===== src/design/bcc_pkg.sv =====
// bcc_pkg: shared widths, state and result types, register indexes and reset
// values for the button click classifier
// depends on nothing
package bcc_pkg;

    localparam int TIME_W      = 32;
    localparam int HOLD_W      = 16;
    localparam int BUTTON_W    = 1;
    localparam int CFG_DATA_W  = 32;
    localparam int CFG_IDX_W   = 1;
    localparam int NUM_BUTTONS_DEF = 2;

    localparam logic [CFG_DATA_W-1:0] DCW_RESET = CFG_DATA_W'(300);
    localparam logic [CFG_DATA_W-1:0] LPT_RESET = CFG_DATA_W'(1000);
    localparam logic [HOLD_W-1:0]     HOLD_MAX  = '1;

    typedef enum logic [CFG_IDX_W-1:0] {
        CFG_DOUBLE_CLICK_WINDOW = 1'b0,
        CFG_LONG_PRESS_TIME     = 1'b1
    } cfg_idx_t;

    // per-button state, all zero after reset
    typedef struct packed {
        logic              is_held;
        logic              release_recorded;
        logic [TIME_W-1:0] press_start_time;
        logic [TIME_W-1:0] release_time;
        logic [HOLD_W-1:0] hold_counter;
    } btn_state_t;

    typedef struct packed {
        logic              single_click;
        logic              double_click;
        logic [HOLD_W-1:0] hold_ticks;
    } click_result_t;

endpackage


===== src/design/bcc_in_if.sv =====
// bcc_in_if: valid/ready channel for poll transactions
// depends on bcc_pkg
interface bcc_in_if;
    logic                         valid;
    logic                         ready;
    logic [bcc_pkg::BUTTON_W-1:0] button;
    logic                         pressed;
    logic [bcc_pkg::TIME_W-1:0]   now;

    modport source (output valid, output button, output pressed, output now, input ready);
    modport sink   (input valid, input button, input pressed, input now, output ready);
endinterface


===== src/design/bcc_out_if.sv =====
// bcc_out_if: valid/ready channel for click result transactions
// depends on bcc_pkg
interface bcc_out_if;
    logic                       valid;
    logic                       ready;
    logic                       single_click;
    logic                       double_click;
    logic [bcc_pkg::HOLD_W-1:0] hold_ticks;

    modport source (output valid, output single_click, output double_click,
                    output hold_ticks, input ready);
    modport sink   (input valid, input single_click, input double_click,
                    input hold_ticks, output ready);
endinterface


===== src/design/button_click_classifier_unit.sv =====
// button_click_classifier_unit: top level of the button click classifier
// depends on bcc_pkg, bcc_in_if, bcc_out_if, bcc_state_mem, bcc_classify
//
// result path: the accepted poll and its state read are registered in stage 1, then in the result register
// throughput: one poll per cycle while the receiver takes results; the store bypass covers same-button polls
// reset: async active-low rst_n clears the pipeline, per-button valid bits and
//   restores the register defaults (window 300, long press 1000); no clearing pass
module button_click_classifier_unit #(
    parameter int NUM_BUTTONS = bcc_pkg::NUM_BUTTONS_DEF
) (
    input  logic                           clk,
    input  logic                           rst_n,
    input  logic                           cfg_we,
    input  logic [bcc_pkg::CFG_IDX_W-1:0]  cfg_idx,
    input  logic [bcc_pkg::CFG_DATA_W-1:0] cfg_wdata,
    bcc_in_if.sink                         in_ch,
    bcc_out_if.source                      out_ch
);

    localparam int IDX_W = (NUM_BUTTONS > 1) ? $clog2(NUM_BUTTONS) : 1;

    // configuration registers
    logic [bcc_pkg::CFG_DATA_W-1:0] dcw_reg;
    logic [bcc_pkg::CFG_DATA_W-1:0] lpt_reg;

    // stage 1: accepted poll, state read in flight alongside it
    logic                       s1_valid_reg;
    logic                       s1_pressed_reg;
    logic [bcc_pkg::TIME_W-1:0] s1_now_reg;
    logic [IDX_W-1:0]           s1_addr_reg;
    logic                       s1_inrange_reg;

    // result register
    logic                   out_valid_reg;
    bcc_pkg::click_result_t out_res_reg;

    logic                   in_fire;
    logic                   in_range;
    logic                   s1_adv;
    logic [IDX_W-1:0]       rd_addr;
    bcc_pkg::btn_state_t    cur_state;
    bcc_pkg::btn_state_t    nxt_state;
    bcc_pkg::click_result_t calc_res;
    bcc_pkg::click_result_t s1_res;

    // stage 1 moves on whenever the result register is free or being drained
    assign s1_adv      = s1_valid_reg && (!out_valid_reg || out_ch.ready);
    assign in_ch.ready = !s1_valid_reg || s1_adv;
    assign in_fire     = in_ch.valid && in_ch.ready;
    // buttons past the configured count leave state alone and report zeros
    assign in_range    = int'(in_ch.button) < NUM_BUTTONS;
    assign rd_addr     = IDX_W'(in_ch.button);

    always_ff @(posedge clk or negedge rst_n)
    begin
        if (!rst_n)
        begin
            dcw_reg <= bcc_pkg::DCW_RESET;
            lpt_reg <= bcc_pkg::LPT_RESET;
        end
        else if (cfg_we)
        begin
            unique case (bcc_pkg::cfg_idx_t'(cfg_idx))
                bcc_pkg::CFG_DOUBLE_CLICK_WINDOW: dcw_reg <= cfg_wdata;
                bcc_pkg::CFG_LONG_PRESS_TIME:     lpt_reg <= cfg_wdata;
                default:                          ;
            endcase
        end
    end

    // state store: read issued at accept, written back when stage 1 retires;
    // same-button back-to-back polls are covered by the store's bypass
    bcc_state_mem #(
        .DEPTH (NUM_BUTTONS),
        .IDX_W (IDX_W)
    ) u_state_mem (
        .clk     (clk),
        .rst_n   (rst_n),
        .rd_en   (in_fire && in_range),
        .rd_addr (rd_addr),
        .rd_data (cur_state),
        .wr_en   (s1_adv && s1_inrange_reg),
        .wr_addr (s1_addr_reg),
        .wr_data (nxt_state)
    );

    bcc_classify u_classify (
        .cur                 (cur_state),
        .pressed             (s1_pressed_reg),
        .now                 (s1_now_reg),
        .double_click_window (dcw_reg),
        .long_press_time     (lpt_reg),
        .nxt                 (nxt_state),
        .res                 (calc_res)
    );

    assign s1_res = s1_inrange_reg ? calc_res : '0;

    // control registers
    always_ff @(posedge clk or negedge rst_n)
    begin
        if (!rst_n)
        begin
            s1_valid_reg  <= 1'b0;
            out_valid_reg <= 1'b0;
        end
        else
        begin
            if (in_fire)
            begin
                s1_valid_reg <= 1'b1;
            end
            else if (s1_adv)
            begin
                s1_valid_reg <= 1'b0;
            end

            if (s1_adv)
            begin
                out_valid_reg <= 1'b1;
            end
            else if (out_ch.ready)
            begin
                out_valid_reg <= 1'b0;
            end
        end
    end

    // payload registers
    always_ff @(posedge clk)
    begin
        if (in_fire)
        begin
            s1_pressed_reg <= in_ch.pressed;
            s1_now_reg     <= in_ch.now;
            s1_addr_reg    <= rd_addr;
            s1_inrange_reg <= in_range;
        end
        if (s1_adv)
        begin
            out_res_reg <= s1_res;
        end
    end

    assign out_ch.valid        = out_valid_reg;
    assign out_ch.single_click = out_res_reg.single_click;
    assign out_ch.double_click = out_res_reg.double_click;
    assign out_ch.hold_ticks   = out_res_reg.hold_ticks;

`ifndef ASSERT_OFF
    // a double click is always also a new press
    a_double_has_single: assert property (@(posedge clk) disable iff (!rst_n)
        out_valid_reg && out_res_reg.double_click |-> out_res_reg.single_click)
        else $error("double click without single click");

    // a fresh press starts from a cleared counter, so it can have advanced once at most
    a_press_hold_small: assert property (@(posedge clk) disable iff (!rst_n)
        out_valid_reg && out_res_reg.single_click |-> (out_res_reg.hold_ticks <= 16'd1))
        else $error("hold counter too large on a new press");

    // a stalled poll keeps its place in stage 1
    a_s1_hold: assert property (@(posedge clk) disable iff (!rst_n)
        s1_valid_reg && !s1_adv |=> s1_valid_reg && $stable(s1_now_reg)
                                    && $stable(s1_addr_reg))
        else $error("stage 1 transaction lost during stall");

    // an empty stage 1 always takes a new transaction
    a_ready_when_empty: assert property (@(posedge clk) disable iff (!rst_n)
        !s1_valid_reg |-> in_ch.ready)
        else $error("input stalled with empty stage 1");
`endif

endmodule


===== src/design/bcc_state_mem.sv =====
// bcc_state_mem: per-button state store with valid bits and write bypass
// depends on bcc_pkg
module bcc_state_mem #(
    parameter int DEPTH = bcc_pkg::NUM_BUTTONS_DEF,
    parameter int IDX_W = 1
) (
    input  logic                clk,
    input  logic                rst_n,
    input  logic                rd_en,
    input  logic [IDX_W-1:0]    rd_addr,
    output bcc_pkg::btn_state_t rd_data,
    input  logic                wr_en,
    input  logic [IDX_W-1:0]    wr_addr,
    input  bcc_pkg::btn_state_t wr_data
);

    bcc_pkg::btn_state_t mem [DEPTH];
    logic [DEPTH-1:0]    valid_reg;
    bcc_pkg::btn_state_t rd_data_reg;

    // entries not yet written read as the reset state
    always_ff @(posedge clk or negedge rst_n)
    begin
        if (!rst_n)
        begin
            valid_reg <= '0;
        end
        else if (wr_en)
        begin
            valid_reg[wr_addr] <= 1'b1;
        end
    end

    always_ff @(posedge clk)
    begin
        if (wr_en)
        begin
            mem[wr_addr] <= wr_data;
        end
        if (rd_en)
        begin
            if (wr_en && (wr_addr == rd_addr))
            begin
                rd_data_reg <= wr_data;
            end
            else if (valid_reg[rd_addr])
            begin
                rd_data_reg <= mem[rd_addr];
            end
            else
            begin
                rd_data_reg <= '0;
            end
        end
    end

    assign rd_data = rd_data_reg;

endmodule


===== src/design/bcc_classify.sv =====
// bcc_classify: next-state and result logic for one poll of one button
// depends on bcc_pkg
module bcc_classify (
    input  bcc_pkg::btn_state_t            cur,
    input  logic                           pressed,
    input  logic [bcc_pkg::TIME_W-1:0]     now,
    input  logic [bcc_pkg::CFG_DATA_W-1:0] double_click_window,
    input  logic [bcc_pkg::CFG_DATA_W-1:0] long_press_time,
    output bcc_pkg::btn_state_t            nxt,
    output bcc_pkg::click_result_t         res
);

    logic                       press;
    logic                       release_ev;
    logic [bcc_pkg::TIME_W-1:0] since_release;
    logic [bcc_pkg::TIME_W-1:0] since_press;
    logic [bcc_pkg::TIME_W-1:0] start_time;
    logic [bcc_pkg::HOLD_W-1:0] cnt_base;
    logic                       advance;

    always_comb
    begin
        press         = pressed && !cur.is_held;
        release_ev    = !pressed && cur.is_held;
        since_release = now - cur.release_time;
        start_time    = press ? now : cur.press_start_time;
        since_press   = now - start_time;
        cnt_base      = release_ev ? '0 : cur.hold_counter;
        // held after this poll exactly when the level is pressed
        advance       = pressed && (since_press >= long_press_time)
                        && (cnt_base != bcc_pkg::HOLD_MAX);

        nxt                  = cur;
        nxt.is_held          = pressed;
        nxt.press_start_time = start_time;
        nxt.hold_counter     = advance ? cnt_base + 1'b1 : cnt_base;
        if (press)
        begin
            nxt.release_recorded = 1'b0;
        end
        if (release_ev)
        begin
            nxt.release_time     = now;
            nxt.release_recorded = 1'b1;
        end

        res.single_click = press;
        res.double_click = press && cur.release_recorded
                           && (since_release < double_click_window);
        res.hold_ticks   = nxt.hold_counter;
    end

endmodule


===== src/flat_wrapper.sv =====
// flat-port wrapper written by rule: the top's interface ports become plain ports
module button_click_classifier_unit_flat 
#(
    parameter int NUM_BUTTONS = bcc_pkg::NUM_BUTTONS_DEF
)
  (clk, rst_n, cfg_we, cfg_idx, cfg_wdata, in_ch_valid, in_ch_button, in_ch_pressed, in_ch_now, in_ch_ready, out_ch_valid, out_ch_single_click, out_ch_double_click, out_ch_hold_ticks, out_ch_ready);
  bcc_in_if in_ch_i ();
  bcc_out_if out_ch_i ();
  input  logic clk;
  input  logic rst_n;
  input  logic cfg_we;
  input  logic [bcc_pkg::CFG_IDX_W-1:0] cfg_idx;
  input  logic [bcc_pkg::CFG_DATA_W-1:0] cfg_wdata;
  input wire logic [$bits(in_ch_i.valid)-1:0] in_ch_valid;
  input wire logic [$bits(in_ch_i.button)-1:0] in_ch_button;
  input wire logic [$bits(in_ch_i.pressed)-1:0] in_ch_pressed;
  input wire logic [$bits(in_ch_i.now)-1:0] in_ch_now;
  output wire logic [$bits(in_ch_i.ready)-1:0] in_ch_ready;
  output wire logic [$bits(out_ch_i.valid)-1:0] out_ch_valid;
  output wire logic [$bits(out_ch_i.single_click)-1:0] out_ch_single_click;
  output wire logic [$bits(out_ch_i.double_click)-1:0] out_ch_double_click;
  output wire logic [$bits(out_ch_i.hold_ticks)-1:0] out_ch_hold_ticks;
  input wire logic [$bits(out_ch_i.ready)-1:0] out_ch_ready;
  assign in_ch_i.valid = in_ch_valid;
  assign in_ch_i.button = in_ch_button;
  assign in_ch_i.pressed = in_ch_pressed;
  assign in_ch_i.now = in_ch_now;
  assign in_ch_ready = in_ch_i.ready;
  assign out_ch_valid = out_ch_i.valid;
  assign out_ch_single_click = out_ch_i.single_click;
  assign out_ch_double_click = out_ch_i.double_click;
  assign out_ch_hold_ticks = out_ch_i.hold_ticks;
  assign out_ch_i.ready = out_ch_ready;
  button_click_classifier_unit #(.NUM_BUTTONS(NUM_BUTTONS)) u_core (.clk(clk), .rst_n(rst_n), .cfg_we(cfg_we), .cfg_idx(cfg_idx), .cfg_wdata(cfg_wdata), .in_ch(in_ch_i), .out_ch(out_ch_i));
endmodule

===== config.mk =====
export PLATFORM = sky130hd
export DESIGN_NAME = button_click_classifier_unit_flat
export DESIGN_NICKNAME = d
export VERILOG_FILES = /design/src/design/bcc_pkg.sv /design/src/design/bcc_in_if.sv /design/src/design/bcc_out_if.sv /design/src/design/button_click_classifier_unit.sv /design/src/design/bcc_state_mem.sv /design/src/design/bcc_classify.sv /design/src/flat_wrapper.sv
export SDC_FILE = /design/constraint.sdc
export NUM_CORES = 1
export LEC_CHECK = 0
export BUFFER_PORTS_ARGS = -buffer_cell sky130_fd_sc_hd__clkbuf_2
export CAP_MARGIN = 20
export CORE_MARGIN = 4
export CORE_UTILIZATION = 55
export CTS_CLUSTER_SIZE = 14
export DETAILED_ROUTE_END_ITERATION = 10
export PLACE_DENSITY = 0.86
export SYNTH_ARGS = -nofsm -noshare
export SYNTH_HDL_FRONTEND = slang
export SYNTH_SLANG_ARGS = --single-unit

===== constraint.sdc =====
create_clock -name clk -period 6.05 [get_ports clk]
set_input_delay 1.21 -clock clk [delete_from_list [all_inputs] [get_ports clk]]
set_output_delay 1.21 -clock clk [all_outputs]
set_load 0.05 [all_outputs]

# [Word-level counts from Yosys, hierarchy flattened]
# Memories as Yosys holds them, arrays and structs flattened.
# Index checks and enable logic that the tools add are counted.
[word_totals] elab_cells=67 memories=1 reg_bits=202 mem_bits_rw=164
[memory_table] memory="u_core.u_state_mem.mem" words=2 word_bits=82 rd=1 rd_ports_with_merged_regs=0 wr=1 line="bcc_state_mem.sv:17" rtl="bcc_pkg::btn_state_t mem [DEPTH];"
[op_classes] eq_ne=2 addsub=3 magnitude_cmp=5 mux=18 bitwise=2 n_reduce_logical=20
[op_table] operator="$mux 82" n=2
[op_table] operator="$mux 32" n=2
[op_table] operator="$sub 32x32->32" n=2
[op_table] operator="$ge 32x32->1" n=1
[op_table] operator="$lt 32x32->1" n=1
[op_table] operator="$mux 16" n=2
[op_table] operator="$add 16x1->16 const B" n=1
[op_table] operator="$ne 16x16->1 const B" n=1
[op_table] operator="$mux 1" n=11
[op_table] operator="$logic_and 1x1->1" n=10
[op_table] operator="$logic_not 1->1" n=4
[op_table] operator="$lt 1x2->1 const B" n=2
[op_table] operator="$reduce_and 2->1" n=2
[op_table] operator="$reduce_bool 2->1" n=2
[op_table] operator="$logic_or 1x1->1" n=2
[op_table] operator="$or 2x2->2" n=1
[op_table] operator="$demux 1 s1" n=1
[op_table] operator="$eq 1x1->1" n=1
[op_table] operator="$ge 1x1->1 const B" n=1
[op_table] operator="$not 1->1" n=1

# [Logic depth before layout (Yosys ltp)]
# Gate-level depths: netlist of run 1.
[logic_depth] ltp_word=9 mapped_depth=29

# [Cells and area by module]
# Synthesis of run 1 repeated with hierarchy kept, for this count alone.
[hier_totals] cells_unflattened=1656 area_unflattened_um2=20539.7
[by_module_without_submodules] mod="bcc_state_mem" instances=1 seq_area_each_um2=7437.1 cells_each=527 area_each_um2=10075.9
[by_module_without_submodules] mod="bcc_classify" instances=1 seq_area_each_um2=0.0 cells_each=932 area_each_um2=6374.9
[by_module_without_submodules] mod="button_click_classifier_unit" instances=1 seq_area_each_um2=3225.6 cells_each=197 area_each_um2=4088.9

# [Worst setup path before layout of run 1]
# Ideal clock, no wire load.
[synth_timing] kind="input to register" start="in out_ch_ready" end="reg u_core.u_state_mem.valid_reg[0]" arrival_ps=6077 setup_time_ps=87 setup_slack_ps=-114 cell_stages=4 required_ps=5963 path_cell_list="nand2b_1 -> and2_1 -> nor2b_1 -> or2_2"
[synth_between] elab_chain_cells=2
[synth_rtl] item="start: declaration" line="flat_wrapper.sv:23" rtl="input wire logic [$bits(out_ch_i.ready)-1:0] out_ch_ready;"
[synth_rtl] item="$logic_or 1x1->1" line="button_click_classifier_unit.sv:47" rtl="assign s1_adv = s1_valid_reg && (!out_valid_reg || out_ch.ready);"
[synth_rtl] item="$logic_and 1x1->1" line="button_click_classifier_unit.sv:47"
[synth_rtl] item="named net u_core.s1_adv" line="button_click_classifier_unit.sv:39" rtl="logic s1_adv;"
[synth_rtl] item="end signal: assignment" line="bcc_state_mem.sv:26" rtl="valid_reg <= '0;"
[synth_rtl] item="end signal: indexed assignment" line="bcc_state_mem.sv:30" rtl="valid_reg[wr_addr] <= 1'b1;"
[synth_rtl] item="end: declaration" line="bcc_state_mem.sv:18" rtl="logic [DEPTH-1:0] valid_reg;"
# The timed path passes the listed nets, and every way through them passes these cells.
# A chain may end at the register's enable or synchronous reset.

==> flow_summary.json, run 1 <==
{
  "status": "complete, no violations",
  "buffer_ports.inserted": 91,
  "max_clock_freq_mhz": 172,
  "ys_seq_elements": 366,
  "start_util_pct": 56.2,
  "synth_async_sr_flop_share_pct": 18.6,
  "power_density_nw_per_um2": 346,
  "final.setup.tns_ns": 0,
  "hpwl_um": 30200,
  "holdWs_ns": 0.478,
  "instances_no_fill": 2222,
  "routedWlPerCell_um": 20.6,
  "clkTransAtPathRegs_ns": 0.06,
  "worst_skew_pair.late_latency_ns": 0.54,
  "yosys.cell_count.top_type": "sky130_fd_sc_hd__edfxtp_1",
  "drtAntennaViolNets": 0,
  "worstPathRequired_ns": 6.32,
  "finalCritPeriodShare_pct": 96.0,
  "final_total_pwr_mw": 7.36,
  "vias_in_the_first_global_route": 13700,
  "synthesis.area_per_instance_um2": 11.5,
  "yosys_warnings": 0,
  "drv_cap": 0,
  "finalWeightedCongestion": 0.931,
  "synthesis.instances": 1650,
  "worst_hold_path_type": "register to register",
  "netlist-cell-type-count": 72,
  "netlist_top_cells_count": "sky130_fd_sc_hd__edfxtp_1 (298), sky130_fd_sc_hd__nor2_1 (139), sky130_fd_sc_hd__inv_1 (136), sky130_fd_sc_hd__nand2_1 (128), sky130_fd_sc_hd__ha_1 (121)",
  "worstMarginPinSlew_ns": 0.965,
  "crit_path_max_fanout": 23,
  "rr_endpoint": "u_core.u_state_mem.rd_data[10]",
  "synth-edff-count": 298,
  "routed_wirelength_um": 45800,
  "detailedRoute.firstPassIterationCount": 5,
  "htree_num_levels": 2,
  "worst_clock_skew_ns": 0.0199,
  "worst-r2r-setup-slack_ns": 0.24,
  "regToRegStartpoint": "u_core.s1_pressed_reg",
  "synth_area_leaders": "sky130_fd_sc_hd__edfxtp_1 (47%), sky130_fd_sc_hd__ha_1 (8.0%), sky130_fd_sc_hd__dfrtp_1 (7.6%)",
  "rows": 67,
  "die_outline_area_um2": 37500,
  "grt_max_degree": 84,
  "setup-violations-final": 0,
  "largest_reg_flops": 164,
  "critPathLaunchType": "register",
  "layout-area-overhead-vs-synth_pct": 12.2,
  "synth_largest_type_area_fraction_pct": 47.2,
  "grt_pass1_wl_um": 72200,
  "finish.instance_area_um2": 21300,
  "synth_fp_nets": 1844,
  "number_of_antenna_violations_at_the_first_check_in_global_routing": 1,
  "hold-path-endpoint": "u_core.u_state_mem.valid_reg[0]",
  "height_of_the_chip_um": 194,
  "timing.final.ws_setup_ns": 0.243,
  "crit_path_class": "register to register",
  "synth.cell_area_um2": 19000,
  "max-vdd-ir-drop_mv": 0.268,
  "r2r_cells": 25,
  "dr_total_vias": 13500,
  "grt-ovfl-total": 0,
  "vias_per_cell": 6.08,
  "first_iter_violations": 1324,
  "die_w_um": 194,
  "postLayoutCoreUtil_pct": 63.0,
  "cts_buffers": 40,
  "synth_area_leader_cell": "sky130_fd_sc_hd__edfxtp_1",
  "power_leakage_nw": 8.73,
  "nNetsFinal": 1936,
  "place_ws_ns": 0.125,
  "layout_min_cycle_time_ns": 5.81,
  "tritoncts": "done",
  "clock_sink_count": 366,
  "global_route.usage.total_pct": 23.7,
  "number_of_stages_on_the_worst_hold_path": 1,
  "critPathCaptureType": "register",
  "coreArea_um2": 33800,
  "number_of_fill_cells_in_the_layout": 2530,
  "crit_arrival_ns": 6.08,
  "drc": 0,
  "placed_instances": 2143,
  "placed_area_um2": 20000,
  "final_hold_viol_count": 0,
  "max-slew-margin-rel_pct": 35.7,
  "maxSlewViolCount": 0,
  "yosysSeqAreaShare_pct": 56.2,
  "clock-root-buffer": "sky130_fd_sc_hd__clkbuf_16",
  "layout-drive-gt1-share_pct": 14.4,
  "ioPinCount": 92,
  "cts.path.max_buffers": 3,
  "ys_dominant_reg_cell": "sky130_fd_sc_hd__edfxtp_1",
  "startpoint_of_the_worst_hold_path": "u_core.u_state_mem.valid_reg[0]"
}
## final cells by class
class	count	area (um2)	share of cell area, %
diodes	1	2.50	0.0118
clock buffers	50	1080	5.07
clock inverters	23	174	0.817
inverters	137	517	2.43
multi-input cells	1082	7630	35.9
flip-flops and latches	366	10700	50.1
well taps	448	561	2.63
repair buffers	115	658	3.09
## critical path, cell delays in order (launching register included)
cell	delay, ns
sky130_fd_sc_hd__edfxtp_1	0.46
sky130_fd_sc_hd__nand2b_2	0.19
sky130_fd_sc_hd__buf_6	0.23
sky130_fd_sc_hd__nand2_1	0.09
sky130_fd_sc_hd__o21ai_0	0.18
sky130_fd_sc_hd__ha_2	0.31
sky130_fd_sc_hd__inv_1	0.07
sky130_fd_sc_hd__a221oi_2	0.34
sky130_fd_sc_hd__o22ai_2	0.14
sky130_fd_sc_hd__o22ai_1	0.16
sky130_fd_sc_hd__buf_4	0.15
sky130_fd_sc_hd__o211a_1	0.23
sky130_fd_sc_hd__o311ai_4	0.14
sky130_fd_sc_hd__a31oi_2	0.23
sky130_fd_sc_hd__nand2_1	0.12
sky130_fd_sc_hd__a31oi_1	0.25
sky130_fd_sc_hd__xnor2_1	0.11
sky130_fd_sc_hd__ha_1	0.30
sky130_fd_sc_hd__nand4_1	0.12
sky130_fd_sc_hd__a211o_1	0.31
sky130_fd_sc_hd__nor4_1	0.34
sky130_fd_sc_hd__a211o_1	0.24
sky130_fd_sc_hd__and2_2	0.25
sky130_fd_sc_hd__nand4_1	0.19
sky130_fd_sc_hd__xor2_2	0.24
sky130_fd_sc_hd__o2bb2ai_1	0.14
## power breakdown
| part | internal (mW) | switching, mW | total (mW) |
|---|---|---|---|
| sequential | 3.05 | 0.109 | 3.16 |
| combinational | 0.728 | 1.13 | 1.86 |
| clock | 1.35 | 0.993 | 2.35 |
## cells in the final DEF, fill, tap and decap left out, types with 55 or more instances in the layout
master                     instances
sky130_fd_sc_hd__nor2_1          139
sky130_fd_sc_hd__clkbuf_2         90
sky130_fd_sc_hd__xnor2_1          55
sky130_fd_sc_hd__dfrtp_1          58
sky130_fd_sc_hd__nand2_1         128
sky130_fd_sc_hd__a221oi_1         69
sky130_fd_sc_hd__inv_1           136
sky130_fd_sc_hd__edfxtp_1        298
sky130_fd_sc_hd__o21ai_0          94
sky130_fd_sc_hd__a21oi_1          97
sky130_fd_sc_hd__ha_1            120
## logic make-up (layout without fill, tap and decap cells)
logic type	Yosys count	in the layout	share of synthesized area [%]
multiplexers	75	75	4.18
adder cells (fa/ha/maj)	125	125	8.25
AO/OA/AOI/OAI	419	419	14.7
buffers and inverters	202	325	4.00
flip-flops	366	366	56.2
AND/OR/NAND/NOR	387	387	9.20
XOR/XNOR	76	76	3.51
other	0	1	0
## repair_timing
item	in CTS	in global routing
hold buffers	0	0
setup endpoints to repair	0	64
gates resized for setup	0	10
setup buffers	0	5
## worst max path at each step
stage / from / to / slack [ns] / depth (start not counted)
final: u_core.s1_pressed_reg / u_core.u_state_mem.rd_data[10] / 0.24 / 25
after global routing: u_core.s1_pressed_reg / u_core.u_state_mem.mem[1][12] / -0.06 / 25
after CTS: u_core.s1_pressed_reg / u_core.u_state_mem.rd_data[1] / 0.11 / 25
after detailed placement: u_core.s1_pressed_reg / u_core.u_state_mem.rd_data[1] / 0.13 / 25
after global placement: u_core.s1_pressed_reg / u_core.u_state_mem.rd_data[1] / 0.43 / 25
after floorplan: u_core.u_state_mem.rd_data[81] / u_core.u_state_mem.rd_data[1] / 0.33 / 26
## routing by layer
metal | vias to the layer above | global-route usage [%] | routed length, um
met1 | 6542 | 31.2 | 18600
met4 | 0 | 8.05 | 1450
met2 | 611 | 39.5 | 22100
met5 | - | 0 | 0
li1 | 6245 | - | -
met3 | 115 | 4.81 | 3630
(Power assumes the default switching activity.)
==> run 2, diff against run 1 <==
RECOVER_POWER = 25   (was unset)
SETUP_SLACK_MARGIN = 0.2   (was unset)
TNS_END_PERCENT = 10   (was unset)
==> flow_summary.json, run 2 (same netlist as run 1, synthesis figures left out) <==
{
  "status": "complete, but fails checks",
  "violated_checks": "capacitance limit, slew limit",
  "rsz0062_at_grt": "no",
  "worst-r2r-setup-slack_ns": 0.42,
  "clkTransAtPathRegs_ns": 0.06,
  "nNetsFinal": 1933,
  "drv_cap": 4,
  "startpoint_of_the_worst_setup_timing_path": "u_core.s1_now_reg[4]",
  "cts_buffers": 40,
  "ioPinCount": 92,
  "grt_pass1_wl_um": 72200,
  "final_total_pwr_mw": 7.38,
  "detailedRoute.firstPassIterationCount": 6,
  "worstPathRequired_ns": 6.34,
  "max_clock_freq_mhz": 178,
  "buffer_ports.inserted": 91,
  "most_frequent_standard_cell_in_the_layout_excluding_fill_and_tap_cells": "sky130_fd_sc_hd__edfxtp_1",
  "height_of_the_chip_um": 194,
  "postLayoutCoreUtil_pct": 63.0,
  "worst_skew_pair.late_latency_ns": 0.55,
  "max-slew-margin-rel_pct": -163,
  "routedWlPerCell_um": 20.6,
  "start_util_pct": 56.2,
  "r2r_cells": 21,
  "worstMarginPinSlew_ns": 3.95,
  "power_leakage_nw": 8.68,
  "layout-drive-gt1-share_pct": 13.7,
  "clock-root-buffer": "sky130_fd_sc_hd__clkbuf_16",
  "placed_area_um2": 20000,
  "power_density_nw_per_um2": 347,
  "crit_arrival_ns": 5.92,
  "vias_per_cell": 6.08,
  "finalCritPeriodShare_pct": 93.1,
  "finish.instance_area_um2": 21300,
  "final.setup.tns_ns": 0,
  "layout-area-overhead-vs-synth_pct": 12.1,
  "drc": 0,
  "tritoncts": "done",
  "max-vdd-ir-drop_mv": 0.268,
  "cts.path.max_buffers": 3,
  "critPathCaptureType": "register",
  "regToRegStartpoint": "u_core.s1_now_reg[4]",
  "worst_hold_path_type": "register to register",
  "vias_in_the_first_global_route": 13700,
  "grt-ovfl-total": 0,
  "timing.critical_path.to": "u_core.out_ch.double_click",
  "crit_path_max_fanout": 4,
  "worst_clock_skew_ns": 0.0223,
  "grt_max_degree": 84,
  "setup-violations-final": 0,
  "hpwl_um": 30200,
  "drtAntennaViolNets": 0,
  "critical_path_s_most_frequent_cell": "sky130_fd_sc_hd__a21o_1",
  "die_outline_area_um2": 37500,
  "htree_num_levels": 2,
  "crit_path_class": "register to register",
  "global_route.usage.total_pct": 23.7,
  "crit_chain": "ha_1 > and2_1 > o21ai_1 > a311oi_2 > nor3_1 > o31a_1 > o21ai_1 > nor2b_1 > nor2_1 > xnor2_1 > ha_1 > a21o_1 > a21o_1 > a21o_1 > a21o_1 > a21oi_1 > nor2b_1 > o21ai_0 > and4b_1 > o31ai_1 > a21oi_1",
  "clock_sink_count": 366,
  "cpMaxStageDelayCell": "sky130_fd_sc_hd__edfxtp_1",
  "first_iter_violations": 1328,
  "routed_wirelength_um": 45800,
  "layout.cells.most_common_list": "sky130_fd_sc_hd__edfxtp_1 (298), sky130_fd_sc_hd__nor2_1 (139), sky130_fd_sc_hd__inv_1 (136)",
  "coreArea_um2": 33800,
  "rows": 67,
  "number_of_antenna_violations_at_the_first_check_in_global_routing": 1,
  "dr_total_vias": 13500,
  "critPathLaunchType": "register",
  "layout_min_cycle_time_ns": 5.63,
  "maxSlewViolCount": 166,
  "final_hold_viol_count": 0,
  "delay_contributed_by_the_slowest_stage_of_the_critical_path_ns": 0.51,
  "number_of_fill_cells_in_the_layout": 2535,
  "largest_reg_flops": 164,
  "die_w_um": 194,
  "finalWeightedCongestion": 0.931,
  "rr_endpoint": "u_core.out_ch.double_click"
}
==> run 2: changes by cell type in the layout (fill, tap and decap cells not counted), moves of 2 or more <==
| cell | previous run | this run |
|---|---|---|
| sky130_fd_sc_hd__buf_4 | 22 | 13 |
| sky130_fd_sc_hd__clkbuf_1 | 7 | 21 |
| sky130_fd_sc_hd__clkbuf_2 | 90 | 82 |
| sky130_fd_sc_hd__ha_1 | 120 | 117 |
| sky130_fd_sc_hd__ha_2 | 1 | 3 |
==> run 2: critical path: cells and delay by family, from the launching register on <==
kind | cells | cell delay [ns]
AND/OR/NAND/NOR | 6 | 1.15
XOR/XNOR | 1 | 0.14
AO/OA/AOI/OAI | 12 | 2.86
adder cells (fa/ha/maj) | 2 | 0.73
flip-flops | 1 | 0.51
==> run 2: what timing repair did <==
action,4_1_cts,5_1_grt
hold buffers,0,0
setup buffers,1,1
setup endpoints to repair,22,65
gates resized for setup,1,20
pin swaps,0,4
==> run 2: power breakdown <==
group / total [mW] / leakage, nW / switching (mW) / internal (mW)
combinational: 1.87 / 4.43 / 1.14 / 0.732
clock: 2.35 / 0.618 / 0.998 / 1.35
sequential: 3.16 / 3.63 / 0.109 / 3.05
==> run 2: per-stage QoR <==
| stage | instances | setup WS (ns) | hold slack, ns |
|---|---|---|---|
| 3_3_place_gp | 2142 | 0.432 | 0.453 |
| 6_report | 2219 | 0.418 | 0.482 |
| 4_1_cts | 2217 | 0.280 | 0.480 |
| 3_5_place_dp | 2143 | 0.125 | 0.467 |
| 2_1_floorplan | 1650 | 0.325 | 0.431 |
| 5_1_grt | 2219 | 0.149 | 0.496 |
==> run 2: worst min-delay path by stage <==
stage                                     from                               to  slack, ns  depth (start not counted)
3_3_place_gp   u_core.u_state_mem.valid_reg[0]  u_core.u_state_mem.valid_reg[0]       0.45                          1
4_1_cts        u_core.u_state_mem.valid_reg[0]  u_core.u_state_mem.valid_reg[0]       0.48                          1
5_1_grt        u_core.u_state_mem.valid_reg[1]  u_core.u_state_mem.valid_reg[1]       0.50                          1
3_5_place_dp   u_core.u_state_mem.valid_reg[0]  u_core.u_state_mem.valid_reg[0]       0.47                          1
6_report       u_core.u_state_mem.valid_reg[0]  u_core.u_state_mem.valid_reg[0]       0.48                          1
2_1_floorplan  u_core.u_state_mem.valid_reg[0]  u_core.u_state_mem.valid_reg[0]       0.43                          1
==> run 2: metal layers <==
| layer | track usage, % | part of all wire [%] | wire, um |
|---|---|---|---|
| met3 | 4.81 | 8.5 | 3870 |
| met2 | 39.6 | 48 | 22100 |
| met5 | 0 | 0 | 0 |
| met1 | 31.2 | 40 | 18400 |
| met4 | 8.05 | 3.1 | 1420 |
==> run 2: area by class of cell <==
type / count / area [um2] / area share, %
Sequential cell: 366 / 10700 / 50.1
Multi-Input combinational cell: 1082 / 7670 / 36.1
Clock buffer: 50 / 1080 / 5.07
Timing Repair Buffer: 112 / 607 / 2.85
Tap cell: 448 / 561 / 2.63
Inverter: 137 / 517 / 2.43
Clock inverter: 23 / 174 / 0.817
Antenna cell: 1 / 2.50 / 0.0118
==> run 3, diff against run 2 <==
ABC_AREA = 1   (was unset)
ABC_CLOCK_PERIOD_IN_PS = 6050   (was unset)
==> flow_summary.json, run 3 <==
{
  "crit_path_max_fanout": 23,
  "worst_hold_path_type": "register to register",
  "ctsHoldBuffers": 0,
  "dr_total_vias": 16500,
  "startpoint_of_the_worst_hold_path": "u_core.u_state_mem.valid_reg[1]",
  "yosys_warnings": 0,
  "die_outline_area_um2": 40200,
  "die_w_um": 200,
  "routedLengthMet1_um": 22200,
  "yosys.cell_count.top_type": "sky130_fd_sc_hd__nand2_1",
  "buffer_ports.inserted": 91,
  "postCtsSetupRepairBufs": 0,
  "yosysSeqAreaShare_pct": 52.3,
  "vias_in_the_first_global_route": 16100,
  "yosys.area_share.adder_pct": 7.53,
  "synth_top_family_by_area": "simple AND/OR/NAND/NOR gates",
  "most_frequent_standard_cell_in_the_layout_excluding_fill_and_tap_cells": "sky130_fd_sc_hd__nand2_1",
  "power_density_nw_per_um2": 366,
  "switching_share_pct": 34.8,
  "max-vdd-ir-drop_mv": 0.310,
  "synthesis.instances": 2267,
  "htree_num_levels": 2,
  "synth.area.mux_share_pct": 0,
  "insertedDiodeCount": 0,
  "holdWs_ns": 0.483,
  "layout.cells.most_common_list": "sky130_fd_sc_hd__nand2_1 (526), sky130_fd_sc_hd__edfxtp_1 (298), sky130_fd_sc_hd__inv_1 (292)",
  "synth_area_leader_cell": "sky130_fd_sc_hd__edfxtp_1",
  "path_buf_inv": 4,
  "cpMaxStageDelayCell": "sky130_fd_sc_hd__ha_1",
  "critPathLaunchType": "register",
  "layout-drive-gt1-share_pct": 9.14,
  "worstPathRequired_ns": 6.37,
  "delay_contributed_by_the_slowest_stage_of_the_critical_path_ns": 0.54,
  "worstMarginPinSlew_ns": 3.20,
  "status": "complete, but fails checks",
  "ys_seq_elements": 366,
  "cts.path.max_buffers": 3,
  "synth-edff-count": 298,
  "placed_instances": 2771,
  "place_ws_ns": 0.891,
  "synth_area_leaders": "sky130_fd_sc_hd__edfxtp_1 (44%), sky130_fd_sc_hd__nand2_1 (9.7%), sky130_fd_sc_hd__ha_1 (7.4%)",
  "xor_and_xnor_area_share_after_synthesis_pct": 2.06,
  "grt-ovfl-total": 0,
  "grt_pass1_wl_um": 84800,
  "start_util_pct": 55.6,
  "final.setup.tns_ns": 0,
  "crit_arrival_ns": 5.64,
  "clock_sink_count": 366,
  "worst_clock_skew_ns": 0.0185,
  "drv_cap": 4,
  "max-slew-margin-rel_pct": -113,
  "worst_skew_pair.late_latency_ns": 0.58,
  "worst-r2r-setup-slack_ns": 0.73,
  "pwr-share-seq_pct": 40.2,
  "rows": 70,
  "final_total_pwr_mw": 8.24,
  "synthesis.area_per_instance_um2": 8.99,
  "drc": 0,
  "finalWeightedCongestion": 0.920,
  "synth_largest_type_area_fraction_pct": 43.9,
  "first_iter_violations": 1564,
  "share_of_total_power_in_the_clock_network_pct": 29.7,
  "coreArea_um2": 36600,
  "rsz0062_at_grt": "no",
  "layout_min_cycle_time_ns": 5.32,
  "max_clock_freq_mhz": 188,
  "layout-area-overhead-vs-synth_pct": 10.5,
  "hpwl_um": 38300,
  "maxSlewViolCount": 192,
  "routed_wirelength_um": 54700,
  "power_leakage_nw": 9.85,
  "synth_compound_area_share_pct": 12.7,
  "synth.cell_area_um2": 20400,
  "number_of_antenna_violations_at_the_first_check_in_global_routing": 0,
  "met2_length_um": 26700,
  "drtAntennaViolNets": 0,
  "total_switching_power_mw": 2.86,
  "cts_buffers": 39,
  "regToRegStartpoint": "u_core.u_state_mem.rd_data[81]",
  "synth_fp_nets": 2461,
  "nNetsFinal": 2538,
  "critPathCaptureType": "register",
  "finalCritPeriodShare_pct": 87.9,
  "postLayoutCoreUtil_pct": 61.5,
  "detailroute.wirelength.met3_um": 4170,
  "setup-violations-final": 0,
  "gates_resized_cts_repair": 0,
  "clock-root-buffer": "sky130_fd_sc_hd__clkbuf_16",
  "cell_internal_pwr_mw": 5.37,
  "violated_checks": "capacitance limit, slew limit",
  "critical_path_s_most_frequent_cell": "sky130_fd_sc_hd__nand2_1",
  "synth_async_sr_flop_share_pct": 18.6,
  "clkTransAtPathRegs_ns": 0.06,
  "netlist_top_cells_count": "sky130_fd_sc_hd__nand2_1 (526), sky130_fd_sc_hd__edfxtp_1 (298), sky130_fd_sc_hd__inv_1 (296), sky130_fd_sc_hd__o21ai_0 (242), sky130_fd_sc_hd__nor2_1 (191)",
  "ioPinCount": 92,
  "netlist-cell-type-count": 47,
  "final_hold_viol_count": 0,
  "tritoncts": "done",
  "startpoint_of_the_worst_setup_timing_path": "u_core.u_state_mem.rd_data[81]",
  "largest_reg_flops": 164,
  "placed_area_um2": 21300,
  "top_layer": "met4",
  "detailedRoute.firstPassIterationCount": 5,
  "timing.final.ws_setup_ns": 0.735,
  "power_frac_comb_pct": 30.1,
  "finish.instance_area_um2": 22500,
  "crit_path_class": "register to register",
  "ys_dominant_reg_cell": "sky130_fd_sc_hd__edfxtp_1",
  "vias_per_cell": 5.80,
  "post_synth_simple_gate_area_pct": 18.2,
  "grt_max_degree": 83,
  "cp_top_family": "simple AND/OR/NAND/NOR gates",
  "height_of_the_chip_um": 200,
  "instances_no_fill": 2842,
  "routedWlPerCell_um": 19.3,
  "global_route.usage.total_pct": 26.3
}
[run 3: kinds of logic (layout without fill, tap and decap cells)]
family          Yosys count  count (layout)
simple gates            889             889
buf+inv                 379             486
compound gates          463             463
fa+ha+maj               122             122
xor+xnor                 48              48
flops                   366             366
[run 3: layout make-up]
cell class,instances,area (um2)
multi-input cells,1522,8250
repair buffers,110,574
inverters,305,1150
flip-flops and latches,366,10700
clock buffers,46,1000
well taps,468,586
fillers,2986,14100
clock inverters,25,294
[run 3: worst paths after layout]
path                                              endpoint  depth (start not counted)
min reg2reg                u_core.u_state_mem.valid_reg[1]                          1
min                        u_core.u_state_mem.valid_reg[1]                          1
max in group asynchronous               u_core.dcw_reg[11]                          2
min in group asynchronous  u_core.u_state_mem.valid_reg[0]                          1
max                           u_core.u_state_mem.mem[1][3]                         25
max reg2reg                   u_core.u_state_mem.mem[1][3]                         25
[run 3: worst register-to-register path, stage by stage, from the launching register on]
cell and delay, ns:
sky130_fd_sc_hd__edfxtp_1 0.40, sky130_fd_sc_hd__inv_1 0.09, sky130_fd_sc_hd__nand2_2 0.14, sky130_fd_sc_hd__inv_1 0.51
sky130_fd_sc_hd__or2_2 0.22, sky130_fd_sc_hd__o21ai_0 0.20, sky130_fd_sc_hd__ha_1 0.54, sky130_fd_sc_hd__nand2_1 0.17
sky130_fd_sc_hd__nor2_1 0.21, sky130_fd_sc_hd__nand2_1 0.15, sky130_fd_sc_hd__nor3_1 0.16, sky130_fd_sc_hd__nand2_1 0.14
sky130_fd_sc_hd__nand2_1 0.08, sky130_fd_sc_hd__nand2_1 0.05, sky130_fd_sc_hd__nand2_1 0.06, sky130_fd_sc_hd__inv_1 0.04
sky130_fd_sc_hd__ha_1 0.26, sky130_fd_sc_hd__nand2_1 0.06, sky130_fd_sc_hd__nor2_1 0.13, sky130_fd_sc_hd__nand4_1 0.12
sky130_fd_sc_hd__nor4_1 0.18, sky130_fd_sc_hd__nand2_1 0.08, sky130_fd_sc_hd__nand2_1 0.26, sky130_fd_sc_hd__buf_4 0.34
sky130_fd_sc_hd__nand4_1 0.18, sky130_fd_sc_hd__and2_1 0.30
[run 3: metal layers]
| metal | track usage, % | up-vias |
|---|---|---|
| met4 | 9.00 | 0 |
| met2 | 44.9 | 748 |
| li1 | - | 7809 |
| met1 | 34.8 | 7796 |
| met3 | 3.89 | 128 |
| met5 | 0 | - |
[run 3: power groups by stage]
stage | combinational, mW | sequential (mW) | clock [mW]
3_3_place_gp | 2.34 | 3.34 | 0
4_1_cts | 2.47 | 3.30 | 2.48
2_1_floorplan | 1.66 | 3.40 | 0
6_report | 2.48 | 3.31 | 2.44
3_5_place_dp | 2.44 | 3.35 | 0
5_1_grt | 2.78 | 3.33 | 2.59
